===== config.mk =====
export PLATFORM = sky130hd
export DESIGN_NAME = wtt_ram
export DESIGN_NICKNAME = d
export VERILOG_FILES = /design/src/design/wtt_ram.sv
export SDC_FILE = /design/constraint.sdc
export NUM_CORES = 2
export LEC_CHECK = 0
export BUFFER_PORTS_ARGS = -buffer_cell sky130_fd_sc_hd__buf_2
export CAP_MARGIN = 10
export CORE_UTILIZATION = 40
export DETAILED_ROUTE_END_ITERATION = 8
export PLACE_DENSITY_LB_ADDON = 0.3
export RECOVER_POWER = 25
export SLEW_MARGIN = 20
export SYNTH_ARGS = -nofsm -noshare
export SYNTH_HDL_FRONTEND = slang
export SYNTH_SLANG_ARGS = --single-unit
export TNS_END_PERCENT = 50

===== constraint.sdc =====
create_clock -name clk -period 5.8 [get_ports clk]
set_clock_uncertainty 0.05 [all_clocks]
set_input_delay 0.58 -clock clk [delete_from_list [all_inputs] [get_ports clk]]
set_output_delay 0.58 -clock clk [all_outputs]
set_load 0.05 [all_outputs]

===== src/design/wtt_ram.sv =====
// Generic single-write, single-read RAM with registered read data.
module wtt_ram #(
    parameter int WIDTH = 16,
    parameter int DEPTH = 256
) (
    input  logic                     clk,
    input  logic                     we,
    input  logic [$clog2(DEPTH)-1:0] waddr,
    input  logic [WIDTH-1:0]         wdata,
    input  logic                     re,
    input  logic [$clog2(DEPTH)-1:0] raddr,
    output logic [WIDTH-1:0]         rdata
);

    logic [WIDTH-1:0] mem [DEPTH];
    logic [WIDTH-1:0] rdata_reg;

    // Write port
    always_ff @(posedge clk)
    begin
        if (we)
        begin
            mem[waddr] <= wdata;
        end
    end

    // Registered read port
    always_ff @(posedge clk)
    begin
        if (re)
        begin
            rdata_reg <= mem[raddr];
        end
    end

    assign rdata = rdata_reg;

endmodule


==> metrics <==
status complete, but fails checks; failing checks DRC, capacitance limit, slew limit; Num CTS Buffers 404; largest net degree at the start of global routing 193; vias in the first global route 78890; number of setup violations in the final report 0; overall power 61550 uW; WL final 429700 um; CP max FO 114; syn nets 7395; placed cell area 167700 um^2; Filler Cells Inserted 32430; Crit. End Element flip-flop; delay of the slowest critical-path stage 3.69 ns; clock share of power 0.416; Nets 7853; Critical Path Start Type primary input; fmax 212.0 MHz; crit share post-route 0.8133; Hold Crit Class in2reg; Die H 632.2 um; starting DRC count in detailed routing 9445; commonest non-fill, non-tap cell in the layout edfxtp_1; remaining antenna violation count 0; WP buf/inv 1; Pwr Density 340.9 nW/um^2; Slew Limit Fails 1325; sw frac 0.2149; GPL Wtd Cong 0.8623; Die ar. 399700 um^2; Primary FF master, synth edfxtp_1; critical path class in2reg; Site Rows 231; syn avg cell area 21.59 um^2; Tmin final 4.717 ns; Post-synth EDFFs 4112; hpwl dp 252400 um; Psw 13230 uW; share of power burned in registers 0.534; sequential area share after synthesis 0.7772; FF-to-FF setup slack 2.42 ns; Post-Route Utilization 0.4563; share of layout cells above drive strength 1 0.2527; DR vias 78740; Avg WL per Cell 32.04 um; H-tree lvl count 5; Async SR Flop Fraction 0; max reg flops 4096; # IOs 51; Synth Register Bits 4112; drt pass-1 iters 8; max-cap viol count 14; CTS root buf clkbuf_16; first-pass GRT wire length 604600 um; GRT Overall Usage 0.2122; CTS tree done; most frequent cells in the layout edfxtp_1 (4112), mux4_2 (797), mux2i_1 (565); synth warn 0; Slew @ Worst Pin 5.611 ns; combinational power share 0.050; Placeable Area 395700 um^2; synth unique cells 51; VDD IR-drop max 255.7 uV; Final Hold Fails 0; Die Wd 632.2 um; unrepaired setup endpoints after global routing false; worst-case clock buffer depth 4; Vias/cell 5.871; initial antenna violation count 28; post-route worst setup slack 1.083 ns; DP Worst Slack 0.7721 ns; setup TNS 0 ns; total congestion overflow 0; Pint 48330 uW; Arrival @ worst endpoint 4.60 ns; LEAKAGE 0.05661 uW; CP Cell Sequence clkbuf_1; Initial Util 0.4015; CP Data Required Time 5.68 ns; postcts setup bufs 0; Cell Area, Synth 158900 um^2; Syn-to-layout area delta 13.65%; port bufs 50; Clock Sinks 4112; Clock Latency Late Sink 0.98 ns; DRC viols 4; Synth Instances 7360; CP max-delay cell clkbuf_1; crit-path leading delay family buffers and inverters; final instance area 180600 um^2; max_slew headroom -2.740; clock-pin slew on the worst setup and hold paths 0.06 ns
worst paths after layout:
| path | cells after the start | to | from |
|---|---|---|---|
| setup / recovery | 1 | mem[245][12] | wdata[12] |
| hold / removal | 1 | mem[219][1] | wdata[1] |
| setup reg to reg | 6 | rdata[9] | mem[3][9] |
| hold reg to reg | 6 | rdata[7] | mem[114][7] |
power groups by stage:
stage | clock network [uW] | registers (uW) | logic (uW)
5_1_grt | 27000 | 32900 | 3220
3_5_place_dp | 0 | 33500 | 3100
4_1_cts | 26000 | 32800 | 3110
2_1_floorplan | 0 | 33500 | 1620
6_report | 25600 | 32900 | 3090
3_3_place_gp | 0 | 33500 | 3050
cell usage after synthesis (5+ instances only):
master / number / area share
and3_1: 11 / 0.00043
a22o_1: 32 / 0.0018
mux2i_1: 565 / 0.036
nand4_1: 26 / 0.0010
buf_6: 77 / 0.0055
o31ai_1: 16 / 0.00076
mux2_2: 88 / 0.0062
clkbuf_1: 230 / 0.0054
a2111oi_0: 6 / 0.00033
a31oi_1: 6 / 0.00024
buf_2: 76 / 0.0024
nor2b_1: 9 / 0.00035
buf_12: 5 / 0.00063
o21ai_0: 37 / 0.0012
buf_1: 27 / 0.00064
nand2_1: 38 / 0.00090
edfxtp_1: 4112 / 0.78
a211oi_1: 18 / 0.00085
a22oi_1: 43 / 0.0020
o32ai_1: 20 / 0.0011
nor3_1: 92 / 0.0029
nor2_1: 304 / 0.0072
o221ai_1: 252 / 0.014
buf_4: 26 / 0.0012
a21oi_1: 175 / 0.0055
o22ai_1: 148 / 0.0058
buf_8: 11 / 0.0010
a221oi_1: 28 / 0.0015
nand3_1: 35 / 0.0011
mux4_2: 797 / 0.11
nor4_1: 17 / 0.00067
cell families (layout without fill, tap and decap cells):
kind of cell | Yosys count | after routing | synth area share
multiplexers | 1450 | 1450 | 0.1548
AND/OR/NAND/NOR | 556 | 556 | 0.01573
AO/OA/AOI/OAI | 786 | 786 | 0.03534
flip-flops | 4112 | 4112 | 0.7772
buffers and inverters | 456 | 1243 | 0.01692
other | 0 | 22 | 0
timing repair:
action | CTS | global route
endpoints found under the setup margin | 0 | 0
endpoints found under the hold margin | 54 | 0
hold buffers | 4 | 0
gates resized for setup | 0 | 0
per-layer routing:
| layer | routed length, um | vias to the layer above | GRT usage |
|---|---|---|---|
| li1 | - | 32270 | - |
| met1 | 172300 | 42460 | 0.2901 |
| met2 | 208800 | 3392 | 0.3484 |
| met3 | 34510 | 619 | 0.03702 |
| met4 | 14060 | 4 | 0.06442 |
| met5 | 33 | - | 0 |
stage by stage:
step           hold slack, ns  std cells
2_1_floorplan          0.6289       7360
3_3_place_gp           0.9873      12650
3_5_place_dp           0.9970      12650
4_1_cts               0.02124      13390
5_1_grt               0.07990      13400
6_report               0.1030      13410
area by class of cell:
type | instances | area, um^2 | share of cell area
clock inverters | 252 | 2245 | 0.01243
clock buffers | 483 | 10560 | 0.05846
diodes | 22 | 55.05 | 0.0003049
inverters | 4 | 27.53 | 0.0001524
flip-flops and latches | 4112 | 123500 | 0.6839
well taps | 5242 | 6559 | 0.03632
repair buffers | 504 | 4379 | 0.02425
multi-input cells | 2792 | 33260 | 0.1842
Power figures use the tool's default switching activity.
