==> src/design/wtt_pkg.sv <==
// Shared types and constants for the Winograd F(2x2,3x3) input tile transform.
package wtt_pkg;

    // Default sizes handed to the top-level parameters
    localparam int DEF_MAX_COLS   = 256;
    localparam int DEF_MAX_ROWS   = 256;
    localparam int DEF_PIXEL_BITS = 16;

    // Fixed field widths
    localparam int HALF_W    = 8;
    localparam int CFG_IDX_W = 2;
    localparam int TILE_W    = 7;
    localparam int IDX_W     = 4;
    localparam int TILE_DIM  = 4;

    // Register map
    localparam logic [CFG_IDX_W-1:0] REG_HALF_COLS = 2'd0;
    localparam logic [CFG_IDX_W-1:0] REG_HALF_ROWS = 2'd1;
    localparam logic [HALF_W-1:0]    HALF_RESET    = 8'd128;
    localparam logic [HALF_W-1:0]    HALF_MIN      = 8'd2;

    // Index of the final coefficient of a tile
    localparam logic [IDX_W-1:0] LAST_COEF = 4'd15;

    // Tile position that travels with a tile from the window to the serializer
    typedef struct packed {
        logic [TILE_W-1:0] tile_row;
        logic [TILE_W-1:0] tile_col;
    } tile_meta_t;

endpackage

==> src/design/wtt_coef_serializer.sv <==
// Row transform of one 4x4 tile, then column transform; one coefficient per cycle unless stalled.
module wtt_coef_serializer #(
    parameter int PIXEL_BITS = wtt_pkg::DEF_PIXEL_BITS
) (
    input  logic                          clk,
    input  logic                          rst_n,
    // tile load side
    input  logic                          load_valid,
    output logic                          load_ready,
    input  logic signed [PIXEL_BITS-1:0]  tile_d [wtt_pkg::TILE_DIM][wtt_pkg::TILE_DIM],
    input  wtt_pkg::tile_meta_t           load_meta,
    // result channel
    output logic                          result_valid,
    input  logic                          result_stall,
    output logic signed [PIXEL_BITS+1:0]  coefficient,
    output logic [wtt_pkg::IDX_W-1:0]     coef_index,
    output logic [wtt_pkg::TILE_W-1:0]    tile_row,
    output logic [wtt_pkg::TILE_W-1:0]    tile_col,
    output logic                          last
);
    import wtt_pkg::*;

    localparam int UW = PIXEL_BITS + 1;
    localparam int VW = PIXEL_BITS + 2;

    // Tile buffer: B^T d held while its 16 coefficients go out
    logic signed [UW-1:0] u_reg [TILE_DIM][TILE_DIM];
    logic signed [UW-1:0] u_next [TILE_DIM][TILE_DIM];
    logic                 buf_valid_reg;
    logic [IDX_W-1:0]     k_reg;
    tile_meta_t           meta_reg;

    // Output register
    logic                 out_valid_reg;
    logic signed [VW-1:0] coef_reg;
    logic [IDX_W-1:0]     idx_reg;
    tile_meta_t           out_meta_reg;
    logic                 last_reg;

    logic                 out_load;
    logic                 emit;
    logic                 load;
    logic signed [UW-1:0] ua [TILE_DIM];
    logic signed [VW-1:0] v_sel;

    // Row combination B^T d, all four columns at once
    always_comb
    begin
        for (int b = 0; b < TILE_DIM; b++)
        begin
            u_next[0][b] = UW'(tile_d[0][b]) - UW'(tile_d[2][b]);
            u_next[1][b] = UW'(tile_d[1][b]) + UW'(tile_d[2][b]);
            u_next[2][b] = UW'(tile_d[2][b]) - UW'(tile_d[1][b]);
            u_next[3][b] = UW'(tile_d[1][b]) - UW'(tile_d[3][b]);
        end
    end

    // Column combination for the current coefficient
    always_comb
    begin
        for (int b = 0; b < TILE_DIM; b++)
        begin
            ua[b] = u_reg[k_reg[3:2]][b];
        end
        case (k_reg[1:0])
            2'd0:    v_sel = VW'(ua[0]) - VW'(ua[2]);
            2'd1:    v_sel = VW'(ua[1]) + VW'(ua[2]);
            2'd2:    v_sel = VW'(ua[2]) - VW'(ua[1]);
            default: v_sel = VW'(ua[1]) - VW'(ua[3]);
        endcase
    end

    // Handshake: output reg refills when empty or taken
    assign out_load   = !out_valid_reg || !result_stall;
    assign emit       = buf_valid_reg && out_load;
    assign load_ready = !buf_valid_reg || (emit && (k_reg == LAST_COEF));
    assign load       = load_valid && load_ready;

    // Tile buffer control
    always_ff @(posedge clk or negedge rst_n)
    begin
        if (!rst_n)
        begin
            buf_valid_reg <= 1'b0;
            k_reg         <= '0;
        end
        else if (load)
        begin
            buf_valid_reg <= 1'b1;
            k_reg         <= '0;
        end
        else if (emit)
        begin
            if (k_reg == LAST_COEF)
            begin
                buf_valid_reg <= 1'b0;
            end
            k_reg <= k_reg + IDX_W'(1);
        end
    end

    // Tile buffer payload
    always_ff @(posedge clk)
    begin
        if (load)
        begin
            u_reg    <= u_next;
            meta_reg <= load_meta;
        end
    end

    // Output valid
    always_ff @(posedge clk or negedge rst_n)
    begin
        if (!rst_n)
        begin
            out_valid_reg <= 1'b0;
        end
        else if (out_load)
        begin
            out_valid_reg <= buf_valid_reg;
        end
    end

    // Output payload
    always_ff @(posedge clk)
    begin
        if (emit)
        begin
            coef_reg     <= v_sel;
            idx_reg      <= k_reg;
            out_meta_reg <= meta_reg;
            last_reg     <= (k_reg == LAST_COEF);
        end
    end

    assign result_valid = out_valid_reg;
    assign coefficient  = coef_reg;
    assign coef_index   = idx_reg;
    assign tile_row     = out_meta_reg.tile_row;
    assign tile_col     = out_meta_reg.tile_col;
    assign last         = last_reg;

    // A tile part way out always has its previous coefficient in the output register
    a_partial_tile_shown: assert property (@(posedge clk) disable iff (!rst_n)
        (buf_valid_reg && (k_reg != '0)) |-> out_valid_reg)
        else $error("tile buffer advanced without a coefficient in the output register");

    // The buffer only empties after its last coefficient moved out
    a_buffer_frees_on_last: assert property (@(posedge clk) disable iff (!rst_n)
        $fell(buf_valid_reg) |-> ($past(k_reg) == LAST_COEF))
        else $error("tile buffer released before coefficient 15");

    // A new tile is never loaded over one that still has coefficients to send
    a_no_overwrite: assert property (@(posedge clk) disable iff (!rst_n)
        (load && buf_valid_reg) |-> (emit && (k_reg == LAST_COEF)))
        else $error("tile buffer overwritten");

endmodule

==> config.mk <==
export PLATFORM = sky130hd
export DESIGN_NAME = wtt_coef_serializer
export DESIGN_NICKNAME = d
export VERILOG_FILES = /design/src/design/wtt_pkg.sv /design/src/design/wtt_coef_serializer.sv
export SDC_FILE = /design/constraint.sdc
export NUM_CORES = 1
export LEC_CHECK = 0
export BUFFER_PORTS_ARGS = -buffer_cell sky130_fd_sc_hd__buf_2
export CAP_MARGIN = 10
export CORE_MARGIN = 8
export CORE_UTILIZATION = 47
export DETAILED_ROUTE_END_ITERATION = 12
export PLACE_DENSITY_LB_ADDON = 0.2
export SLEW_MARGIN = 20
export SYNTH_ARGS = -nofsm -noshare
export SYNTH_HDL_FRONTEND = slang
export SYNTH_SLANG_ARGS = --single-unit
==> constraint.sdc <==
create_clock -name clk -period 26.2 [get_ports clk]
set_input_delay 5.24 -clock clk [delete_from_list [all_inputs] [get_ports clk]]
set_output_delay 5.24 -clock clk [all_outputs]
set_load 0.01 [all_outputs]
==> impl_metrics.py, run 1 <==
metrics = {
    "timing": {
        "relSlewSlack_pct": 29.10,
        "fin_ws_ps": 15230,
        "min_period_over_period_pct": 41.88,
        "fin_setup_tns_ps": 0,
        "finalHoldViolCount": 0,
        "max_slew.worst_pin.slew_ps": 1064,
        "setup_viol": 0,
        "fin_crit_ps": 10970,
        "fin_worst_skew_ps": 17.02,
        "fmax_ghz": 0.09113,
        "rsz0062_at_grt": "false",
        "slew_violations": 0,
    },
    "routing": {
        "post_drt_wl_per_cell_um": 18.91,
        "vias_per_cell": 5.530,
        "drtIter0Drc": 1412,
        "firstDrtPassIters": 5,
        "ant_nets": 0,
        "drc_errors": 0,
        "vias": 21030,
        "drt_wl_total_mm": 71.88,
    },
    "yosys": {
        "yosys_warnings": 0,
        "synthesis.area_um2": 26680,
        "synth_cell_types": 77,
        "synthArstFlopShare_pct": 1.846,
        "ys_seq_area_share_pct": 36.47,
        "synth-edff-count": 319,
        "yosys.area.top_type": "edfxtp_1",
        "synthFlopType": "edfxtp_1",
        "synth_area_leaders": "edfxtp_1, ha_1, xnor2_1",
        "synthCells": 2705,
        "synth_area_per_cell_um2": 9.863,
        "synth.top_cell.area_share_pct": 35.90,
        "syn-num-nets": 3309,
        "ys_ff_latch": 325,
    },
    "global_route": {
        "grt_antenna_before_repair": 2,
        "gr-usage-all-layers_pct": 21.58,
        "grt-ovfl-total": 0,
        "grt_pass1_wl_mm": 110.7,
        "grt_pass1_vias": 21000,
        "grt_max_degree": 86,
    },
    "pwr": {
        "p_int_mw": 1.627,
        "power_frac_comb_pct": 53.8,
        "power.total_mw": 2.735,
        "power.switching_mw": 1.108,
        "p_leak_nw": 13.22,
        "power_density_nw_per_um2": 89.95,
        "p_sw_share_pct": 40.52,
        "vdd_drop_max_mv": 0.05666,
        "p_seq_share_pct": 25.1,
        "clkPwrFrac_pct": 21.1,
    },
    "clock_tree": {
        "cts.clk_slew.worst_paths_ps": 60,
        "postCtsHoldBufs": 0,
        "clock_sinks": 325,
        "cts_tree": "yes",
        "insertion_delay_ps": 570,
        "numCtsBuffers": 41,
        "htreeDepth": 2,
        "cts_root_buffer": "clkbuf_16",
        "postCtsSetupBuffers": 0,
        "clk_path_buf_depth": 3,
        "cts_resized": 0,
    },
    "cells_and_area": {
        "fin_nets": 3616,
        "largest_reg_flops": 268,
        "synthToLayoutAreaGrowth_pct": 13.99,
        "final_cell_area_um2": 30410,
        "final_common_cell": "inv_1",
        "multi_input_area_um2": 15280,
        "mostFrequentLayoutCells": "inv_1, edfxtp_1, buf_2, ha_1, nor2_1",
        "seq_area_um2": 9734,
        "n_fill_cell": 5083,
        "drive_gt1_share_pct": 15.73,
    },
    "floorplan": {
        "die_height_um": 254.3,
        "die_w_um": 254.3,
        "rows": 87,
        "io_pins": 313,
        "design.core.area_um2": 56280,
        "die_area_um2": 64650,
        "initial_core_util_pct": 47.41,
    },
    "setup_path": {
        "required_ps": 20960,
        "startpoint_type": "input port",
        "r2r_slack_ps": 20550,
        "arrival_ps": 5730,
        "crit_path_max_fanout": 3,
        "worstSetupPathType": "in2out",
        "crit_path_end_kind": "output port",
    },
    "placement": {
        "placed_cell_area_um2": 29020,
        "gp_congestion": 0.8979,
        "port_buffers": 312,
        "pre_cts_ws_ps": 15220,
        "dpl.hpwl_mm": 57.75,
    },
    "flow_run": {
        "cap_violations": 0,
    },
    "status": {
        "status": "completed",
    },
    "worst_hold_path": {
        "min_path_type": "reg2reg",
    },
}
## per-stage QoR
stage	utilization, %	hold slack (ps)	cells
2_1_floorplan	-	400.3	2705
3_3_place_gp	51.57	401.0	3725
3_5_place_dp	51.57	405.4	3725
4_1_cts	54.03	421.4	3801
5_1_grt	54.04	426.3	3802
6_report	54.04	419.7	3802
## power by group through the flow
stage / clock [mW] / sequential [mW] / combinational (mW)
after floorplan: 0 / 0.695 / 1.07
after global placement: 0 / 0.698 / 1.42
after detailed placement: 0 / 0.699 / 1.46
after CTS: 0.591 / 0.688 / 1.47
after global routing: 0.610 / 0.692 / 1.61
final: 0.577 / 0.686 / 1.47
## layout make-up
type,count,share of cell area (%)
multi-input cells,1941,50.24
flip-flops and latches,325,32.01
repair buffers,321,5.369
inverters,382,4.715
clock buffers,47,3.588
well taps,756,3.110
clock inverters,29,0.9627
diodes,1,0.008228
## synth_stat cells, types with 14 or more instances
| cell | instances |
|---|---|
| o21a_1 | 21 |
| nor3_1 | 102 |
| xnor2_1 | 179 |
| xor2_1 | 57 |
| edfxtp_1 | 319 |
| o31ai_1 | 14 |
| a211oi_1 | 27 |
| a21oi_1 | 165 |
| a21o_1 | 27 |
| inv_1 | 381 |
| nor2_1 | 190 |
| nand2_1 | 128 |
| a31oi_1 | 32 |
| fa_1 | 19 |
| clkbuf_1 | 45 |
| mux4_2 | 64 |
| and2_1 | 16 |
| and3_1 | 37 |
| o211ai_1 | 26 |
| or3_1 | 33 |
| o21bai_1 | 27 |
| o21ai_0 | 88 |
| ha_1 | 311 |
| a221oi_1 | 16 |
| nand3_1 | 70 |
| nor2b_1 | 55 |
| nand2b_1 | 47 |
## path summary, 6_finish.rpt
path                                    from              end  cells after the start
max in group asynchronous              rst_n         k_reg[2]                      1
worst max register to register      k_reg[2]  coefficient[16]                     15
worst min register to register   meta_reg[9]      tile_row[2]                      0
min in group asynchronous              rst_n         k_reg[2]                      1
worst min-delay path             meta_reg[9]      tile_row[2]                      0
worst max-delay path            result_stall       load_ready                      5
## critical path, stage by stage
cell and delay (ps):
buf_2 120, nand2_1 80, nand2_1 50, nand2_1 100, buf_2 140
## routing by layer
metal | track usage [%] | routed length (um) | up-vias | share of wire (%)
met3 | 3.434 | 4264 | 111 | 5.9
li1 | - | - | 10370 | -
met5 | 0 | 13 | - | 0.018
met1 | 27.44 | 30710 | 9923 | 43
met4 | 7.861 | 2441 | 2 | 3.4
met2 | 36.90 | 34450 | 619 | 48
## kinds of logic (layout without fill, tap and decap cells)
group | Yosys count | in the layout | share of synthesized area, %
AND/OR/NAND/NOR | 732 | 732 | 13.57
AO/OA/AOI/OAI | 563 | 563 | 13.86
buffers and inverters | 439 | 779 | 6.317
adder cells (fa/ha/maj) | 330 | 330 | 16.01
flip-flops | 325 | 325 | 36.47
XOR/XNOR | 236 | 236 | 7.747
multiplexers | 80 | 80 | 6.022
other | 0 | 1 | 0
No activity file was read; power rests on OpenSTA's default activity.
==> run 2, diff against run 1 <==
--- a/config.mk
+++ b/config.mk
@@ -5,6 +5,7 @@
 export SDC_FILE = /design/constraint.sdc
 export NUM_CORES = 1
 export LEC_CHECK = 0
+export ABC_AREA = 1
 export BUFFER_PORTS_ARGS = -buffer_cell sky130_fd_sc_hd__buf_2
 export CAP_MARGIN = 10
 export CORE_MARGIN = 8
==> constraint.sdc (replaced) <==
create_clock -name clk -period 9.4 [get_ports clk]
set_input_delay 1.88 -clock clk [delete_from_list [all_inputs] [get_ports clk]]
set_output_delay 1.88 -clock clk [all_outputs]
set_load 0.01 [all_outputs]
==> run 2 against run 1 <==
Compared with the run above:
- utilization fell by 0.16 points
- combinational power rose to 3.4 times the previous value
- setup slack got worse by 12000 ps
- synthesized area about the same
- first-iteration DRC count up 17%
- flip-flop and latch count did not move
- count of clock-buffer cells in the layout down 8
- die area hardly changed
- clock power grew to 2.8 times the previous value
- cell count rose by 13%
- critical endpoint unchanged
==> impl_metrics.py, run 2 <==
metrics = {
    "status": {
        "status": "completed",
    },
    "setup_path": {
        "rr_startpoint": "k_reg[2]",
        "reg2reg_to": "u_reg[213]",
        "worstSetupPathType": "reg2out",
        "crit_path_max_fanout": 73,
        "cp-startpoint": "k_reg[2]",
        "startpoint_type": "flip-flop",
        "crit_path_end_kind": "output port",
        "reg2reg_depth": 8,
        "r2r_slack_ps": 3940,
        "arrival_ps": 4070,
        "required_ps": 7520,
    },
    "clock_tree": {
        "clk_path_buf_depth": 3,
        "cts.clk_slew.worst_paths_ps": 60,
        "cts_tree": "yes",
        "insertion_delay_ps": 560,
        "cts_root_buffer": "clkbuf_16",
        "postCtsHoldBufs": 0,
        "cts_resized": 0,
        "numCtsBuffers": 39,
        "clock_sinks": 325,
        "htreeDepth": 2,
        "postCtsSetupBuffers": 0,
    },
    "floorplan": {
        "rows": 87,
        "die_height_um": 254.3,
        "die_area_um2": 64680,
        "die_w_um": 254.3,
        "design.core.area_um2": 56280,
        "initial_core_util_pct": 47.44,
        "io_pins": 313,
    },
    "routing": {
        "post_drt_wl_per_cell_um": 17.60,
        "ant_nets": 0,
        "drc_errors": 0,
        "vias_per_cell": 5.231,
        "firstDrtPassIters": 6,
        "drtIter0Drc": 1647,
        "vias": 22470,
        "drt_wl_total_mm": 75.61,
    },
    "yosys": {
        "synth-edff-count": 319,
        "synthArstFlopShare_pct": 1.846,
        "ys_seq_area_share_pct": 36.45,
        "synthesis.area_um2": 26700,
        "synthFlopType": "edfxtp_1",
        "synthCells": 3229,
        "synth.top_cell.area_share_pct": 35.88,
        "synth_area_per_cell_um2": 8.267,
        "yosys_warnings": 0,
        "syn-num-nets": 3833,
        "ys_ff_latch": 325,
        "synth_cell_types": 50,
        "yosys.area.top_type": "edfxtp_1",
        "yosysMostFrequentCell": "nand2_1",
        "synth_common_cells": "nand2_1, inv_1, a21oi_1",
        "synth_area_leaders": "edfxtp_1, ha_1, nand2_1",
    },
    "placement": {
        "pre_cts_ws_ps": 3902,
        "port_buffers": 312,
        "dpl.hpwl_mm": 60.95,
        "gp_congestion": 0.9177,
    },
    "pwr": {
        "p_leak_nw": 14.63,
        "vdd_drop_max_mv": 0.1931,
        "power_density_nw_per_um2": 288.4,
    },
    "timing": {
        "relSlewSlack_pct": 35.53,
        "min_period_over_period_pct": 63.29,
        "fin_worst_skew_ps": 20.34,
        "fin_crit_ps": 5950,
        "finalHoldViolCount": 0,
        "fin_ws_ps": 3450,
        "max_slew.worst_pin.slew_ps": 967.0,
        "fmax_ghz": 0.1681,
        "rsz0062_at_grt": "false",
        "fin_setup_tns_ps": 0,
        "setup_viol": 0,
        "slew_violations": 0,
    },
    "cells_and_area": {
        "final_common_cell": "nand2_1",
        "mostFrequentLayoutCells": "nand2_1, inv_1, a21oi_1, edfxtp_1, buf_2",
        "drive_gt1_share_pct": 11.84,
        "diodes": 0,
        "n_fill_cell": 5437,
        "synthToLayoutAreaGrowth_pct": 13.59,
        "fin_nets": 4114,
        "largest_reg_flops": 268,
    },
    "global_route": {
        "gr-usage-all-layers_pct": 22.68,
        "grt_max_degree": 77,
        "grt-ovfl-total": 0,
        "grt_pass1_vias": 21590,
        "grt_antenna_before_repair": 1,
        "grt_pass1_wl_mm": 116.9,
    },
    "worst_hold_path": {
        "min_path_type": "reg2reg",
        "min_to": "tile_col[3]",
        "hp-start": "meta_reg[3]",
        "min_path_cells": 0,
    },
    "flow_run": {
        "cap_violations": 0,
    },
}
==> run 2: layout make-up <==
| cell class | instances | area [um2] | area share, % |
|---|---|---|---|
| clock inverter | 32 | 407.9 | 1.345 |
| multi-input combinational | 2307 | 14690 | 48.43 |
| clock buffer | 39 | 975.9 | 3.218 |
| tap | 756 | 945.9 | 3.119 |
| sequential | 325 | 9733 | 32.10 |
| inverter | 514 | 1931 | 6.367 |
| timing repair buffer | 323 | 1644 | 5.422 |
==> run 2: worst max path at each step <==
stage / end / slack [ps] / depth (start not counted)
2_1_floorplan: meta_reg[0] / 2660 / 3
3_3_place_gp: u_reg[212] / 4120 / 8
3_5_place_dp: u_reg[212] / 3900 / 8
4_1_cts: load_ready / 3370 / 7
5_1_grt: load_ready / 3050 / 7
6_report: load_ready / 3450 / 7
==> run 2: layer usage <==
layer	part of all wire [%]	up-vias	routed length (um)	track usage, %
li1	-	11490	-	-
met4	1.9	0	1474	5.622
met3	5.5	76	4156	2.822
met1	48	10290	35950	32.14
met2	45	617	34030	36.61
met5	0	-	0	0
==> run 2: kinds of logic after synthesis <==
group,Yosys count,synth area share (%)
compound gates,701,15.13
xor+xnor,233,7.644
fa+ha+maj,330,16.00
buf+inv,597,8.600
flops,325,36.45
mux,1,0.08436
simple gates,1042,16.09
==> run 2: through the flow <==
stage | total power [mW] | instance area [um2] | instances | util, % | hold slack [ps]
after floorplan | 5.637 | 26700 | 3229 | - | 400.3
after global placement | 7.103 | 28940 | 4225 | 51.42 | 400.8
after detailed placement | 7.091 | 28940 | 4225 | 51.42 | 407.0
after CTS | 8.747 | 30320 | 4296 | 53.88 | 420.6
after global routing | 9.484 | 30320 | 4296 | 53.88 | 429.4
final | 8.746 | 30320 | 4296 | 53.88 | 420.9
==> run 2: power breakdown <==
group,switching (mW),internal (mW)
Clock,0.634,0.991
Combinational,3.37,1.69
Sequential,0.136,1.92
==> run 2: worst max-delay path, stage by stage, from the launching register on <==
cell      delay (ps)
dfrtp_4          910
clkinv_2         750
buf_4            560
buf_4            350
nor3_1           340
a21oi_1          240
inv_1            120
buf_2            150
